<file path="src/rtl/core/gtt_pkg.sv">
// gtt_pkg: shared types and constants of the generational ticket table
// slot row layout, action and status codes, evaluation result struct
// no dependencies
package gtt_pkg;

  localparam int CAP_W   = 5;
  localparam int COUNT_W = 5;
  localparam int GEN_W   = 32;
  localparam int TAG_W   = 64;
  localparam int OIDX_W  = 4;

  typedef enum logic [1:0] {
    ACT_SUBMIT = 2'd0,
    ACT_POLL   = 2'd1,
    ACT_RETIRE = 2'd2,
    ACT_QUERY  = 2'd3
  } action_t;

  typedef enum logic [2:0] {
    STAT_OK            = 3'd0,
    STAT_EMPTY         = 3'd1,
    STAT_FULL          = 3'd2,
    STAT_INVALID       = 3'd3,
    STAT_NOT_RETIRABLE = 3'd4
  } status_t;

  localparam logic [1:0] PHASE_INVALID = 2'd0;
  localparam logic [1:0] PHASE_PENDING = 2'd1;
  localparam logic [1:0] PHASE_READY   = 2'd2;
  localparam logic [1:0] PHASE_RETIRED = 2'd3;

  localparam logic [GEN_W-1:0] GEN_FIRST = 32'd1;
  localparam logic [GEN_W-1:0] GEN_MAX   = 32'hFFFF_FFFF;

  typedef struct packed {
    logic             occupied;
    logic [1:0]       phase;
    logic [GEN_W-1:0] generation;
    logic [TAG_W-1:0] tag;
  } slot_row_t;

  localparam slot_row_t RESET_ROW = '{
    occupied:   1'b0,
    phase:      PHASE_RETIRED,
    generation: GEN_FIRST,
    tag:        '0
  };

  typedef struct packed {
    logic             hit;
    logic             we;
    slot_row_t        row;
    status_t          status;
    logic [1:0]       state;
    logic [TAG_W-1:0] tag;
    logic [GEN_W-1:0] gen;
    logic             live_inc;
    logic             live_dec;
    logic             pend_inc;
    logic             pend_dec;
    logic             rdy_inc;
    logic             rdy_dec;
  } eval_res_t;

endpackage

</file>
<file path="src/rtl/core/generational_ticket_table.sv">
// generational_ticket_table: top level, sequencer, totals and result register
// depends on gtt_pkg, gtt_slot_mem and gtt_slot_eval
//
// usage:
//   input channel in_valid / in_stall carries one action word (submit, poll,
//   retire, query); a word is taken when in_valid is high and in_stall low
//   result channel out_valid / out_stall returns exactly one word per action
//   cfg_valid / cfg_ready writes capacity_in_use; cfg_ready is always high
// sequence:
//   poll, retire and query read their slot once: accept, slot read,
//   evaluate and write back, result load
//   submit scans slots from 0, one slot read and evaluate per slot, through
//   the single read port of the slot memory, ending at the first free slot,
//   or with full status when all c slots of the capacity are taken
//   rejected words (empty submit, zero capacity, null or out of range
//   ticket) skip the memory
// reset:
//   synchronous rst_n; afterwards a clearing pass writes every slot row,
//   with in_stall high; capacity returns to 16
// stall:
//   the result register holds while out_stall is high; a next word is still
//   taken and waits in its result stage until the register frees
module generational_ticket_table #(
  parameter int SLOT_COUNT = 16
) (
  input  logic                          clk,
  input  logic                          rst_n,
  input  logic                          in_valid,
  output logic                          in_stall,
  input  logic [1:0]                    in_action,
  input  logic [15:0]                   in_ticket_index,
  input  logic [31:0]                   in_ticket_generation,
  input  logic [63:0]                   in_user_tag,
  input  logic [15:0]                   in_staging_length,
  output logic                          out_valid,
  input  logic                          out_stall,
  output logic [2:0]                    out_status,
  output logic [3:0]                    out_index,
  output logic [31:0]                   out_generation,
  output logic [1:0]                    out_ticket_state,
  output logic [63:0]                   out_tag_out,
  output logic [4:0]                    out_live_count,
  output logic [4:0]                    out_pending_count,
  output logic [4:0]                    out_ready_count,
  input  logic                          cfg_valid,
  output logic                          cfg_ready,
  input  logic [gtt_pkg::CAP_W-1:0]     cfg_capacity_in_use
);
  import gtt_pkg::*;

  localparam int IDX_W  = (SLOT_COUNT > 1) ? $clog2(SLOT_COUNT) : 1;
  localparam int CNT_W  = $clog2(SLOT_COUNT + 1);
  localparam int SCAN_W = (IDX_W + 1 > CAP_W) ? IDX_W + 1 : CAP_W;
  localparam logic [IDX_W-1:0] LAST_IDX = IDX_W'(SLOT_COUNT - 1);

  typedef enum logic [4:0] {
    S_CLEAR = 5'b00001,
    S_IDLE  = 5'b00010,
    S_READ  = 5'b00100,
    S_EVAL  = 5'b01000,
    S_PUSH  = 5'b10000
  } state_t;

  state_t            state_r, state_nxt;
  logic [IDX_W-1:0]  addr_r, addr_nxt;
  action_t           act_r, act_nxt;
  logic [GEN_W-1:0]  gen_q_r, gen_q_nxt;
  logic [TAG_W-1:0]  tag_q_r, tag_q_nxt;
  logic [CAP_W-1:0]  cap_r, cap_nxt;
  logic [CNT_W-1:0]  live_r, live_nxt;
  logic [CNT_W-1:0]  pend_r, pend_nxt;
  logic [CNT_W-1:0]  rdy_r, rdy_nxt;

  status_t           res_status_r, res_status_nxt;
  logic [OIDX_W-1:0] res_index_r, res_index_nxt;
  logic [GEN_W-1:0]  res_gen_r, res_gen_nxt;
  logic [1:0]        res_state_r, res_state_nxt;
  logic [TAG_W-1:0]  res_tag_r, res_tag_nxt;

  logic              out_valid_r, out_valid_nxt;
  logic [2:0]        out_status_r;
  logic [3:0]        out_index_r;
  logic [31:0]       out_generation_r;
  logic [1:0]        out_ticket_state_r;
  logic [63:0]       out_tag_out_r;
  logic [4:0]        out_live_count_r;
  logic [4:0]        out_pending_count_r;
  logic [4:0]        out_ready_count_r;

  logic              mem_we;
  slot_row_t         mem_wdata;
  slot_row_t         mem_rdata;
  eval_res_t         ev;

  logic              in_fire;
  logic              out_load;
  logic [SCAN_W-1:0] cap_eff;
  logic [SCAN_W-1:0] scan_next;
  logic              idx_ok;

  gtt_slot_mem #(
    .SLOT_COUNT (SLOT_COUNT),
    .IDX_W      (IDX_W)
  ) u_mem (
    .clk   (clk),
    .we    (mem_we),
    .waddr (addr_r),
    .wdata (mem_wdata),
    .raddr (addr_r),
    .rdata (mem_rdata)
  );

  gtt_slot_eval u_eval (
    .act   (act_r),
    .row   (mem_rdata),
    .gen_q (gen_q_r),
    .tag_q (tag_q_r),
    .res   (ev)
  );

  assign in_stall  = (state_r != S_IDLE);
  assign in_fire   = in_valid && !in_stall;
  assign cfg_ready = 1'b1;
  assign out_load  = (state_r == S_PUSH) && (!out_valid_r || !out_stall);

  assign cap_eff   = (SCAN_W'(cap_r) < SCAN_W'(SLOT_COUNT)) ? SCAN_W'(cap_r)
                                                            : SCAN_W'(SLOT_COUNT);
  assign scan_next = SCAN_W'(addr_r) + SCAN_W'(1);
  assign idx_ok    = ({1'b0, in_ticket_index} < 17'(SLOT_COUNT));

  always_comb begin
    mem_we    = 1'b0;
    mem_wdata = ev.row;
    if (state_r == S_CLEAR) begin
      mem_we    = 1'b1;
      mem_wdata = RESET_ROW;
    end else if (state_r == S_EVAL) begin
      mem_we = ev.we;
    end
  end

  always_comb begin
    state_nxt      = state_r;
    addr_nxt       = addr_r;
    act_nxt        = act_r;
    gen_q_nxt      = gen_q_r;
    tag_q_nxt      = tag_q_r;
    cap_nxt        = cap_r;
    live_nxt       = live_r;
    pend_nxt       = pend_r;
    rdy_nxt        = rdy_r;
    res_status_nxt = res_status_r;
    res_index_nxt  = res_index_r;
    res_gen_nxt    = res_gen_r;
    res_state_nxt  = res_state_r;
    res_tag_nxt    = res_tag_r;

    if (cfg_valid && cfg_ready) begin
      cap_nxt = cfg_capacity_in_use;
    end

    unique case (state_r)
      S_CLEAR: begin
        addr_nxt = addr_r + IDX_W'(1);
        if (addr_r == LAST_IDX) begin
          addr_nxt  = '0;
          state_nxt = S_IDLE;
        end
      end
      S_IDLE: begin
        if (in_fire) begin
          act_nxt        = action_t'(in_action);
          gen_q_nxt      = in_ticket_generation;
          tag_q_nxt      = in_user_tag;
          res_status_nxt = STAT_OK;
          res_index_nxt  = '0;
          res_gen_nxt    = '0;
          res_state_nxt  = PHASE_INVALID;
          res_tag_nxt    = '0;
          if (action_t'(in_action) == ACT_SUBMIT) begin
            addr_nxt = '0;
            if (in_staging_length == '0) begin
              res_status_nxt = STAT_EMPTY;
              state_nxt      = S_PUSH;
            end else if (cap_eff == '0) begin
              res_status_nxt = STAT_FULL;
              state_nxt      = S_PUSH;
            end else begin
              state_nxt = S_READ;
            end
          end else begin
            addr_nxt = IDX_W'(in_ticket_index);
            if (in_ticket_generation == '0 || !idx_ok) begin
              res_status_nxt = STAT_INVALID;
              state_nxt      = S_PUSH;
            end else begin
              state_nxt = S_READ;
            end
          end
        end
      end
      S_READ: begin
        state_nxt = S_EVAL;
      end
      S_EVAL: begin
        if (act_r == ACT_SUBMIT && !ev.hit) begin
          if (scan_next >= cap_eff) begin
            res_status_nxt = STAT_FULL;
            state_nxt      = S_PUSH;
          end else begin
            addr_nxt  = addr_r + IDX_W'(1);
            state_nxt = S_READ;
          end
        end else begin
          res_status_nxt = ev.status;
          res_state_nxt  = ev.state;
          res_tag_nxt    = ev.tag;
          if (act_r == ACT_SUBMIT) begin
            res_index_nxt = OIDX_W'(addr_r);
            res_gen_nxt   = ev.gen;
          end
          if (ev.live_inc) begin
            live_nxt = live_r + CNT_W'(1);
          end else if (ev.live_dec && live_r != '0) begin
            live_nxt = live_r - CNT_W'(1);
          end
          if (ev.pend_inc) begin
            pend_nxt = pend_r + CNT_W'(1);
          end else if (ev.pend_dec && pend_r != '0) begin
            pend_nxt = pend_r - CNT_W'(1);
          end
          if (ev.rdy_inc) begin
            rdy_nxt = rdy_r + CNT_W'(1);
          end else if (ev.rdy_dec && rdy_r != '0) begin
            rdy_nxt = rdy_r - CNT_W'(1);
          end
          state_nxt = S_PUSH;
        end
      end
      S_PUSH: begin
        if (out_load) begin
          state_nxt = S_IDLE;
        end
      end
      default: begin
        state_nxt = S_CLEAR;
        addr_nxt  = '0;
      end
    endcase
  end

  always_comb begin
    out_valid_nxt = out_valid_r;
    if (out_load) begin
      out_valid_nxt = 1'b1;
    end else if (out_valid_r && !out_stall) begin
      out_valid_nxt = 1'b0;
    end
  end

  always_ff @(posedge clk) begin
    if (!rst_n) begin
      state_r     <= S_CLEAR;
      addr_r      <= '0;
      act_r       <= ACT_SUBMIT;
      cap_r       <= CAP_W'(16);
      live_r      <= '0;
      pend_r      <= '0;
      rdy_r       <= '0;
      out_valid_r <= 1'b0;
    end else begin
      state_r     <= state_nxt;
      addr_r      <= addr_nxt;
      act_r       <= act_nxt;
      cap_r       <= cap_nxt;
      live_r      <= live_nxt;
      pend_r      <= pend_nxt;
      rdy_r       <= rdy_nxt;
      out_valid_r <= out_valid_nxt;
    end
  end

  always_ff @(posedge clk) begin
    gen_q_r      <= gen_q_nxt;
    tag_q_r      <= tag_q_nxt;
    res_status_r <= res_status_nxt;
    res_index_r  <= res_index_nxt;
    res_gen_r    <= res_gen_nxt;
    res_state_r  <= res_state_nxt;
    res_tag_r    <= res_tag_nxt;
    if (out_load) begin
      out_status_r        <= res_status_r;
      out_index_r         <= res_index_r;
      out_generation_r    <= res_gen_r;
      out_ticket_state_r  <= res_state_r;
      out_tag_out_r       <= res_tag_r;
      out_live_count_r    <= COUNT_W'(live_r);
      out_pending_count_r <= COUNT_W'(pend_r);
      out_ready_count_r   <= COUNT_W'(rdy_r);
    end
  end

  assign out_valid         = out_valid_r;
  assign out_status        = out_status_r;
  assign out_index         = out_index_r;
  assign out_generation    = out_generation_r;
  assign out_ticket_state  = out_ticket_state_r;
  assign out_tag_out       = out_tag_out_r;
  assign out_live_count    = out_live_count_r;
  assign out_pending_count = out_pending_count_r;
  assign out_ready_count   = out_ready_count_r;

endmodule

</file>
<file path="src/rtl/core/gtt_slot_mem.sv">
// gtt_slot_mem: slot row storage, one write port and one registered read port
// depends on gtt_pkg for the row type
module gtt_slot_mem #(
  parameter int SLOT_COUNT = 16,
  parameter int IDX_W      = 4
) (
  input  logic               clk,
  input  logic               we,
  input  logic [IDX_W-1:0]   waddr,
  input  gtt_pkg::slot_row_t wdata,
  input  logic [IDX_W-1:0]   raddr,
  output gtt_pkg::slot_row_t rdata
);
  import gtt_pkg::*;

  slot_row_t mem [SLOT_COUNT];
  slot_row_t rdata_r;

  always_ff @(posedge clk) begin
    if (we) begin
      mem[waddr] <= wdata;
    end
  end

  always_ff @(posedge clk) begin
    rdata_r <= mem[raddr];
  end

  assign rdata = rdata_r;

endmodule

</file>
<file path="src/rtl/core/gtt_slot_eval.sv">
// gtt_slot_eval: shared evaluation unit, checks one slot row for an action
// and forms the new row, status, reply fields and counter updates
// depends on gtt_pkg
module gtt_slot_eval (
  input  gtt_pkg::action_t              act,
  input  gtt_pkg::slot_row_t            row,
  input  logic [gtt_pkg::GEN_W-1:0]     gen_q,
  input  logic [gtt_pkg::TAG_W-1:0]     tag_q,
  output gtt_pkg::eval_res_t            res
);
  import gtt_pkg::*;

  logic match;

  assign match = row.occupied && (row.generation == gen_q);

  always_comb begin
    res        = '0;
    res.row    = row;
    res.status = STAT_OK;
    unique case (act)
      ACT_SUBMIT: begin
        if (!row.occupied) begin
          res.hit            = 1'b1;
          res.we             = 1'b1;
          res.row.occupied   = 1'b1;
          res.row.phase      = PHASE_PENDING;
          res.row.tag        = tag_q;
          res.row.generation = (row.generation == '0) ? GEN_FIRST : row.generation;
          res.gen            = res.row.generation;
          res.live_inc       = 1'b1;
          res.pend_inc       = 1'b1;
        end
      end
      ACT_POLL: begin
        if (!match) begin
          res.status = STAT_INVALID;
        end else if (row.phase == PHASE_PENDING) begin
          res.we        = 1'b1;
          res.row.phase = PHASE_READY;
          res.pend_dec  = 1'b1;
          res.rdy_inc   = 1'b1;
        end
      end
      ACT_RETIRE: begin
        if (!match) begin
          res.status = STAT_INVALID;
        end else if (row.phase != PHASE_READY) begin
          res.status = STAT_NOT_RETIRABLE;
        end else begin
          res.we             = 1'b1;
          res.row.occupied   = 1'b0;
          res.row.phase      = PHASE_RETIRED;
          res.row.tag        = '0;
          res.row.generation = (row.generation == GEN_MAX) ? GEN_FIRST
                                                           : row.generation + GEN_FIRST;
          res.rdy_dec        = 1'b1;
          res.live_dec       = 1'b1;
        end
      end
      ACT_QUERY: begin
        if (!match) begin
          res.status = STAT_INVALID;
          res.state  = PHASE_INVALID;
        end else begin
          res.state = row.phase;
          res.tag   = row.tag;
        end
      end
      default: begin
        res.status = STAT_INVALID;
      end
    endcase
  end

endmodule
</file>
<file path="config.mk">
export PLATFORM = sky130hd
export DESIGN_NAME = generational_ticket_table
export DESIGN_NICKNAME = d
export VERILOG_FILES = /design/src/rtl/core/gtt_pkg.sv /design/src/rtl/core/generational_ticket_table.sv /design/src/rtl/core/gtt_slot_mem.sv /design/src/rtl/core/gtt_slot_eval.sv
export SDC_FILE = /design/constraint.sdc
export NUM_CORES = 2
export LEC_CHECK = 0
export BUFFER_PORTS_ARGS = -buffer_cell sky130_fd_sc_hd__buf_2
export CORE_MARGIN = 8
export CORE_UTILIZATION = 55
export DETAILED_ROUTE_END_ITERATION = 10
export PLACE_DENSITY = 0.72
export SLEW_MARGIN = 10
export SYNTH_ARGS = -nofsm -noshare
export SYNTH_HDL_FRONTEND = slang
export SYNTH_SLANG_ARGS = --single-unit
</file>
<file path="constraint.sdc">
create_clock -name clk -period 9.1 [get_ports clk]
set_input_delay 0.91 -clock clk [delete_from_list [all_inputs] [get_ports clk]]
set_output_delay 0.91 -clock clk [all_outputs]
set_load 0.1 [all_outputs]
</file>
Word-level counts from Yosys, hierarchy flattened:

Memory sizes are Yosys's and may differ from the RTL's. A register that Yosys moved wholly into a read port is not among the register bits.
Index checks and enable logic that the tools add are counted.

* div/mod/pow operators: 0
* magnitude comparators: 3
* bitwise operators: 2
* multiplexer cells: 83
* add/sub/neg operators: 9
* reduce and logical (&&, ||, !) cells: 40
* multipliers: 0
* equality and inequality tests: 22
* shift operators: 0

Operators with widths (count)
* $mux 100: 2
* $mux 64: 3
* $pmux 96 s2: 1
* $mux 32: 5
* $pmux 64 s2: 1
* $mux 101: 1
* $mux 99: 1
* $mux 5: 16
* $mux 33: 2
* $mux 66: 1
* $logic_not 32->1: 2
* $pmux 32 s2: 1
* $add 32x1->32 const B: 1
* $eq 32x32->1: 1
* $eq 32x32->1 const B: 1
* $mux 4: 8
* $pmux 5 s5: 1
* $mux 2: 12
* $mux 3: 6
* $reduce_and 3->1: 6
* $logic_not 16->1: 1
* $lt 16x5->1 const B: 1
* $pmux 4 s4: 1
* $add 5x1->5 const B: 3
* 35 further kinds: 81

* memories kept: 1
* RAM bits: 1584
* bits in read-only memories: 0
* logic and storage cells: 183
* bits in latches: 0
* register bits: 353
* output and inout port bits: 123

Memories
* u_mem.mem: words 16, width 99, rd ports 1, clocked after memory_dff 1, wr ports 1, RTL line gtt_slot_mem.sv:16 `slot_row_t mem [SLOT_COUNT];`

Logic depth before layout (Yosys ltp):

* depth in word-level cells: 9
* mapped depth: 12

By module:

A second synthesis with hierarchy kept.

* cell total of the unflattened synthesis: 4050
* area, all modules: 78644.2 um^2

Modules (own cells, without submodules)
* gtt_slot_mem: sequential area each 49547.5 um^2, area an instance 61211.2 um^2, instances 1, cells an instance 2534
* generational_ticket_table: sequential area each 10279.9 um^2, area an instance 13237.7 um^2, instances 1, cells an instance 817
* gtt_slot_eval: sequential area each 0.0 um^2, area an instance 4195.3 um^2, instances 1, cells an instance 699

Worst setup path before layout:

Ideal clock, no wire load.

* kind: register -> register
* start point: reg u_mem.rdata[64] (netlist name)
* end point: mem u_mem.mem[15][0] (netlist name) (enable)
* required time: 8.392 ns
* library setup time: 0.708 ns
* stages on the path, launching flop included: 8
* arrival: 9.241 ns
* clock period less this slack: 9.949 ns
* path slack: -0.849 ns
* cell sequence: dfxtp_1 -> clkbuf_1 -> xnor2_1 -> nand4_1 -> nor4_1 -> nand4_1 -> a31o_2 -> a21boi_0

* cells in the longest elaborated chain, start to end: 8
* elaborated cells on any way between the ends: 9
* classes of those cells: eq/ne (1); mux (7); reduce/logical (1)

RTL lines
* $eq 32x32->1 *: RTL line gtt_slot_eval.sv:15 `assign match = row.occupied && (row.generation == gen_q);`
* $logic_and 1x1->1 *: RTL line gtt_slot_eval.sv:15
* $mux 100 / $mux 1 (equally long branches): RTL line gtt_slot_eval.sv:46, gtt_slot_eval.sv:36
* $pmux 1 s3 *: RTL line gtt_slot_eval.sv:21 `unique case (act)`
* $mux 1 *: RTL line generational_ticket_table.sv:137 `end else if (state_r == S_EVAL) begin`
* $mux 1 *: RTL line generational_ticket_table.sv:134 `if (state_r == S_CLEAR) begin`
* $mux 1 *: RTL line gtt_slot_mem.sv:20 `if (we) begin`
* $mux 1 (not written as such) *: RTL line gtt_slot_mem.sv:21 `mem[waddr] <= wdata;`
* end, declared: RTL line gtt_slot_mem.sv:16

Every way passes the cells marked *; elsewhere a longest branch is shown, timed or not.

Worst setup path after layout:

* start point: reg u_mem.rdata[64] (netlist name)
* end point: mem u_mem.mem[1][60] (netlist name) (enable)

* cells in the longest elaborated chain, start to end: 8
* elaborated cells on any way between the ends: 9
* classes of those cells: eq/ne (1); mux (7); reduce/logical (1)

RTL lines (RTL line)
* $eq 32x32->1 *: gtt_slot_eval.sv:15
* $logic_and 1x1->1 *: gtt_slot_eval.sv:15
* $mux 100 / $mux 1 (equally long branches): gtt_slot_eval.sv:46, gtt_slot_eval.sv:36
* $pmux 1 s3 *: gtt_slot_eval.sv:21
* $mux 1 *: generational_ticket_table.sv:137
* $mux 1 *: generational_ticket_table.sv:134
* $mux 1 *: gtt_slot_mem.sv:20
* $mux 1 (not written as such) *: gtt_slot_mem.sv:21

Marked as above.

==> results.py <==
metrics = {
    "outcome": {
        "status": "finished, final reports clean",
    },
    "critical_path": {
        "cp_top_family": "compound AO/OA/AOI/OAI gates",
        "crit_fanout": 60,
        "r2r_start": "u_mem.rdata[64]$_DFF_P_",
        "r2r-end": "u_mem.mem[1][60]$_DFFE_PP_",
        "slowest_stage": "a21oi_4",
        "path_cells": "xnor2_1 > nand4_1 > nor4_1 > nand4_2 > buf_4 > a31o_2 > a21oi_4 > buf_4",
        "crit_required_ns": 9.53,
        "cp.arrival_ns": 5.53,
        "max_stage_delay_ns": 0.95,
        "r2r_slack_ns": 4.00,
        "cp-end-kind": "register",
        "path_class": "register to register",
        "r2r_cells": 8,
        "cpMostUsedCell": "buf_4",
        "cp-start-kind": "register",
        "cp.buffers_inverters": 2,
    },
    "placed_design": {
        "dpl_worst_slack_ns": 4.10,
        "dp_cells": 5391,
        "numPortBuffers": 261,
        "gp_congestion": 0.898,
        "dp_hpwl_mm": 92.7,
    },
    "floorplan": {
        "initial_core_util_pct": 55.5,
        "dieArea_um2": 151000,
        "rows": 136,
        "die_x_um": 389,
        "core_um2": 138000,
        "die_height_um": 389,
        "num_io_pins": 263,
    },
    "logic_synthesis": {
        "synth_top_cell_area_share_pct": 74.9,
        "yosys.cell_types.count": 64,
        "synth_area_um2": 76400,
        "synth_seq_cells": 2036,
        "syn_inst": 3429,
        "synth_edf_count": 1905,
        "syn_area_per_cell_um2": 22.3,
        "synth_top_area_cell": "edfxtp_1",
        "netlist_top_cells_count": "1,905 x edfxtp_1, 495 x mux4_2, 145 x clkbuf_1, 131 x dfxtp_1, 74 x a21oi_1",
        "synth.area.top_cells": "edfxtp_1 75%, mux4_2 15%, dfxtp_1 3.4%",
        "ys_seq_area_share_pct": 78.3,
        "postSynth.asyncResetShare_pct": 0,
        "synth_most_common_cell": "edfxtp_1",
        "syn-num-nets": 3592,
        "synthFlopType": "edfxtp_1",
        "yosys_warnings": 0,
    },
    "clocking": {
        "cts_tree": "yes",
        "ctsHtreeMaxLevel": 4,
        "clock-sinks": 2036,
        "post_cts_buffers": 0,
        "clock_latency_ns": 0.82,
        "cts_made_buffers": 196,
        "cts_root_buf": "clkbuf_16",
        "clkTransAtPathRegs_ns": 0.07,
        "ctsHoldBuffers": 0,
        "cts_resized": 0,
        "cts.path.max_buffers": 3,
    },
    "power_and_ir_drop": {
        "ir_worst_vdd_mv": 0.176,
        "p_per_area_nw_per_um2": 225,
        "p_leak_nw": 28.6,
    },
    "sta": {
        "fin_crit_sh_pct": 56.1,
        "worst_clock_skew_ns": 0.0311,
        "worst_slew_pin_slew_ns": 1.23,
        "drv_slew": 0,
        "setup_slack_ns": 4.00,
        "maxSlewHeadroom_pct": 18.1,
        "fmax_mhz": 196,
        "finalSetupTns_ns": 0,
        "period_needed_ns": 5.10,
        "setup_violations": 0,
        "finalHoldViolations": 0,
        "rsz0062_at_grt": "no",
    },
    "finish": {
        "layout.nets": 3959,
        "syn2layout_area_growth_pct": 13.3,
        "stdcell_count": 5763,
        "drive_above_1_share_pct": 30.0,
        "num_antenna_cells": 0,
    },
    "global_route": {
        "grt.total_usage_pct": 22.6,
        "antenna_found_initial": 3,
        "grt_max_degree": 141,
        "grt_overflow": 0,
        "grt_pass1_wl_mm": 253,
        "first_global_vias": 37200,
    },
    "worst_hold_path": {
        "hold_path.class": "input port to register",
        "holdPathEnd": "tag_q_r[45]$_DFFE_PP_",
        "min_from": "in_user_tag[45]",
        "hold_depth": 1,
    },
    "drt": {
        "wl_per_cell_um": 30.0,
        "drt_pass1_iterations": 6,
        "wirelength_mm": 173,
        "ant_nets": 0,
        "drt_iter0_drc": 3917,
        "via_count": 36500,
        "drc_errors": 0,
        "viasPerCell": 6.34,
    },
    "flow_run": {
        "cap_violations": 0,
    },
}
## cells by family (layout without fill, tap and decap cells)
logic type               after synthesis  in the layout  synth area share (%)
XOR/XNOR                              40             40                 0.458
flip-flops                          2036           2036                  78.3
multiplexers                         510            510                  14.8
other                                  1              1               0.00491
buffers and inverters                201            741                  1.07
AO/OA/AOI/OAI                        228            228                  2.04
adder cells (fa/ha/maj)               23             23                 0.406
AND/OR/NAND/NOR                      390            390                  2.94
## layout make-up
class | count | area [um2]
sequential | 2036 | 59800
fill | 9045 | 51100
multi-input combinational | 1192 | 16000
clock buffer | 262 | 5350
tap | 1794 | 2240
timing repair buffer | 348 | 2010
clock inverter | 109 | 1010
inverter | 22 | 85.1
## report_power, final
group          switching, mW  total [mW]  internal (mW)  leakage [nW]
registers              0.196        10.6           10.4          19.2
clock network           3.42        7.94           4.52          3.14
logic                  0.514       0.986          0.472          6.23
## registers in the layout, summed over array words and instances (netlist names), 2 cells and up
name and flops:
act_r 2, addr_r 4, cap_r 5, gen_q_r 32, live_r 5, out_generation 32, out_index 4, out_live_count 5
out_pending_count 5, out_ready_count 5, out_status 3, out_tag_out 64, out_ticket_state 2, pend_r 5, rdy_r 5, res_gen_r 32
res_index_r 4, res_state_r 2, res_status_r 3, res_tag_r 64, state_r 5, tag_q_r 64, u_mem.mem 1584, u_mem.rdata 99
## worst max-delay path by stage
stage | startpoint | endpoint | slack [ns] | cells past startpoint
after floorplan | u_mem.rdata[64]$_DFF_P_ | u_mem.mem[4][0]$_DFFE_PP_ | 1.43 | 8
after global placement | u_mem.rdata[64]$_DFF_P_ | u_mem.mem[1][54]$_DFFE_PP_ | 4.18 | 8
after detailed placement | u_mem.rdata[64]$_DFF_P_ | u_mem.mem[15][54]$_DFFE_PP_ | 4.10 | 8
after CTS | u_mem.rdata[64]$_DFF_P_ | u_mem.mem[15][61]$_DFFE_PP_ | 4.08 | 8
after global routing | u_mem.rdata[64]$_DFF_P_ | u_mem.mem[15][61]$_DFFE_PP_ | 3.81 | 8
final | u_mem.rdata[64]$_DFF_P_ | u_mem.mem[1][60]$_DFFE_PP_ | 4.00 | 8
## through the flow
stage | total power [mW] | area [um2] | hold WS, ns | utilization [%]
5_1_grt | 20.0 | 86600 | 0.203 | 62.9
2_1_floorplan | 11.4 | 76400 | 0.400 | -
3_3_place_gp | 11.7 | 80200 | 0.402 | 58.2
6_report | 19.5 | 86600 | 0.254 | 62.9
4_1_cts | 19.6 | 86500 | 0.190 | 62.9
3_5_place_dp | 11.7 | 80200 | 0.405 | 58.2
## placed cells by master (no fill, tap or decap), types with 4 or more instances in the layout
| cell | synthesis | routed |
|---|---|---|
| inv_16 | 0 | 5 |
| mux2i_1 | 13 | 13 |
| nand2b_1 | 6 | 6 |
| edfxtp_1 | 1905 | 1905 |
| clkbuf_8 | 0 | 15 |
| a31oi_1 | 6 | 5 |
| buf_4 | 1 | 83 |
| clkbuf_16 | 0 | 198 |
| nand3_1 | 32 | 32 |
| inv_1 | 22 | 21 |
| or4_1 | 26 | 26 |
| nor3_1 | 18 | 18 |
| o31ai_1 | 18 | 18 |
| clkinv_1 | 0 | 29 |
| a21oi_4 | 0 | 16 |
| and3_1 | 31 | 31 |
| buf_12 | 0 | 4 |
| o211ai_1 | 5 | 5 |
| mux4_2 | 495 | 495 |
| nand2_1 | 65 | 65 |
| dfxtp_4 | 0 | 4 |
| nor2b_1 | 10 | 10 |
| xor2_1 | 11 | 11 |
| and2_1 | 67 | 67 |
| nor4_1 | 31 | 31 |
| nor2_1 | 45 | 44 |
| ha_1 | 20 | 20 |
| nand4_1 | 22 | 22 |
| clkinv_2 | 0 | 49 |
| buf_2 | 3 | 261 |
| xnor2_1 | 29 | 29 |
| o21ai_0 | 27 | 27 |
| a21oi_2 | 0 | 8 |
| a21oi_1 | 74 | 50 |
| dfxtp_1 | 131 | 127 |
| clkbuf_1 | 145 | 49 |
| bufinv_16 | 0 | 13 |
| a21o_1 | 12 | 12 |
| a22o_1 | 68 | 68 |
| or3_1 | 7 | 7 |
## routing by layer
| metal | part of all wire [%] | track usage, % | vias up |
|---|---|---|---|
| met5 | 0.0075 | 0 | - |
| met4 | 2.3 | 5.85 | 2 |
| met3 | 8.6 | 4.65 | 253 |
| met2 | 49 | 36.7 | 1820 |
| met1 | 40 | 31.8 | 19300 |
| li1 | - | - | 15200 |
Note: power is estimated with default switching activity, not from simulation.
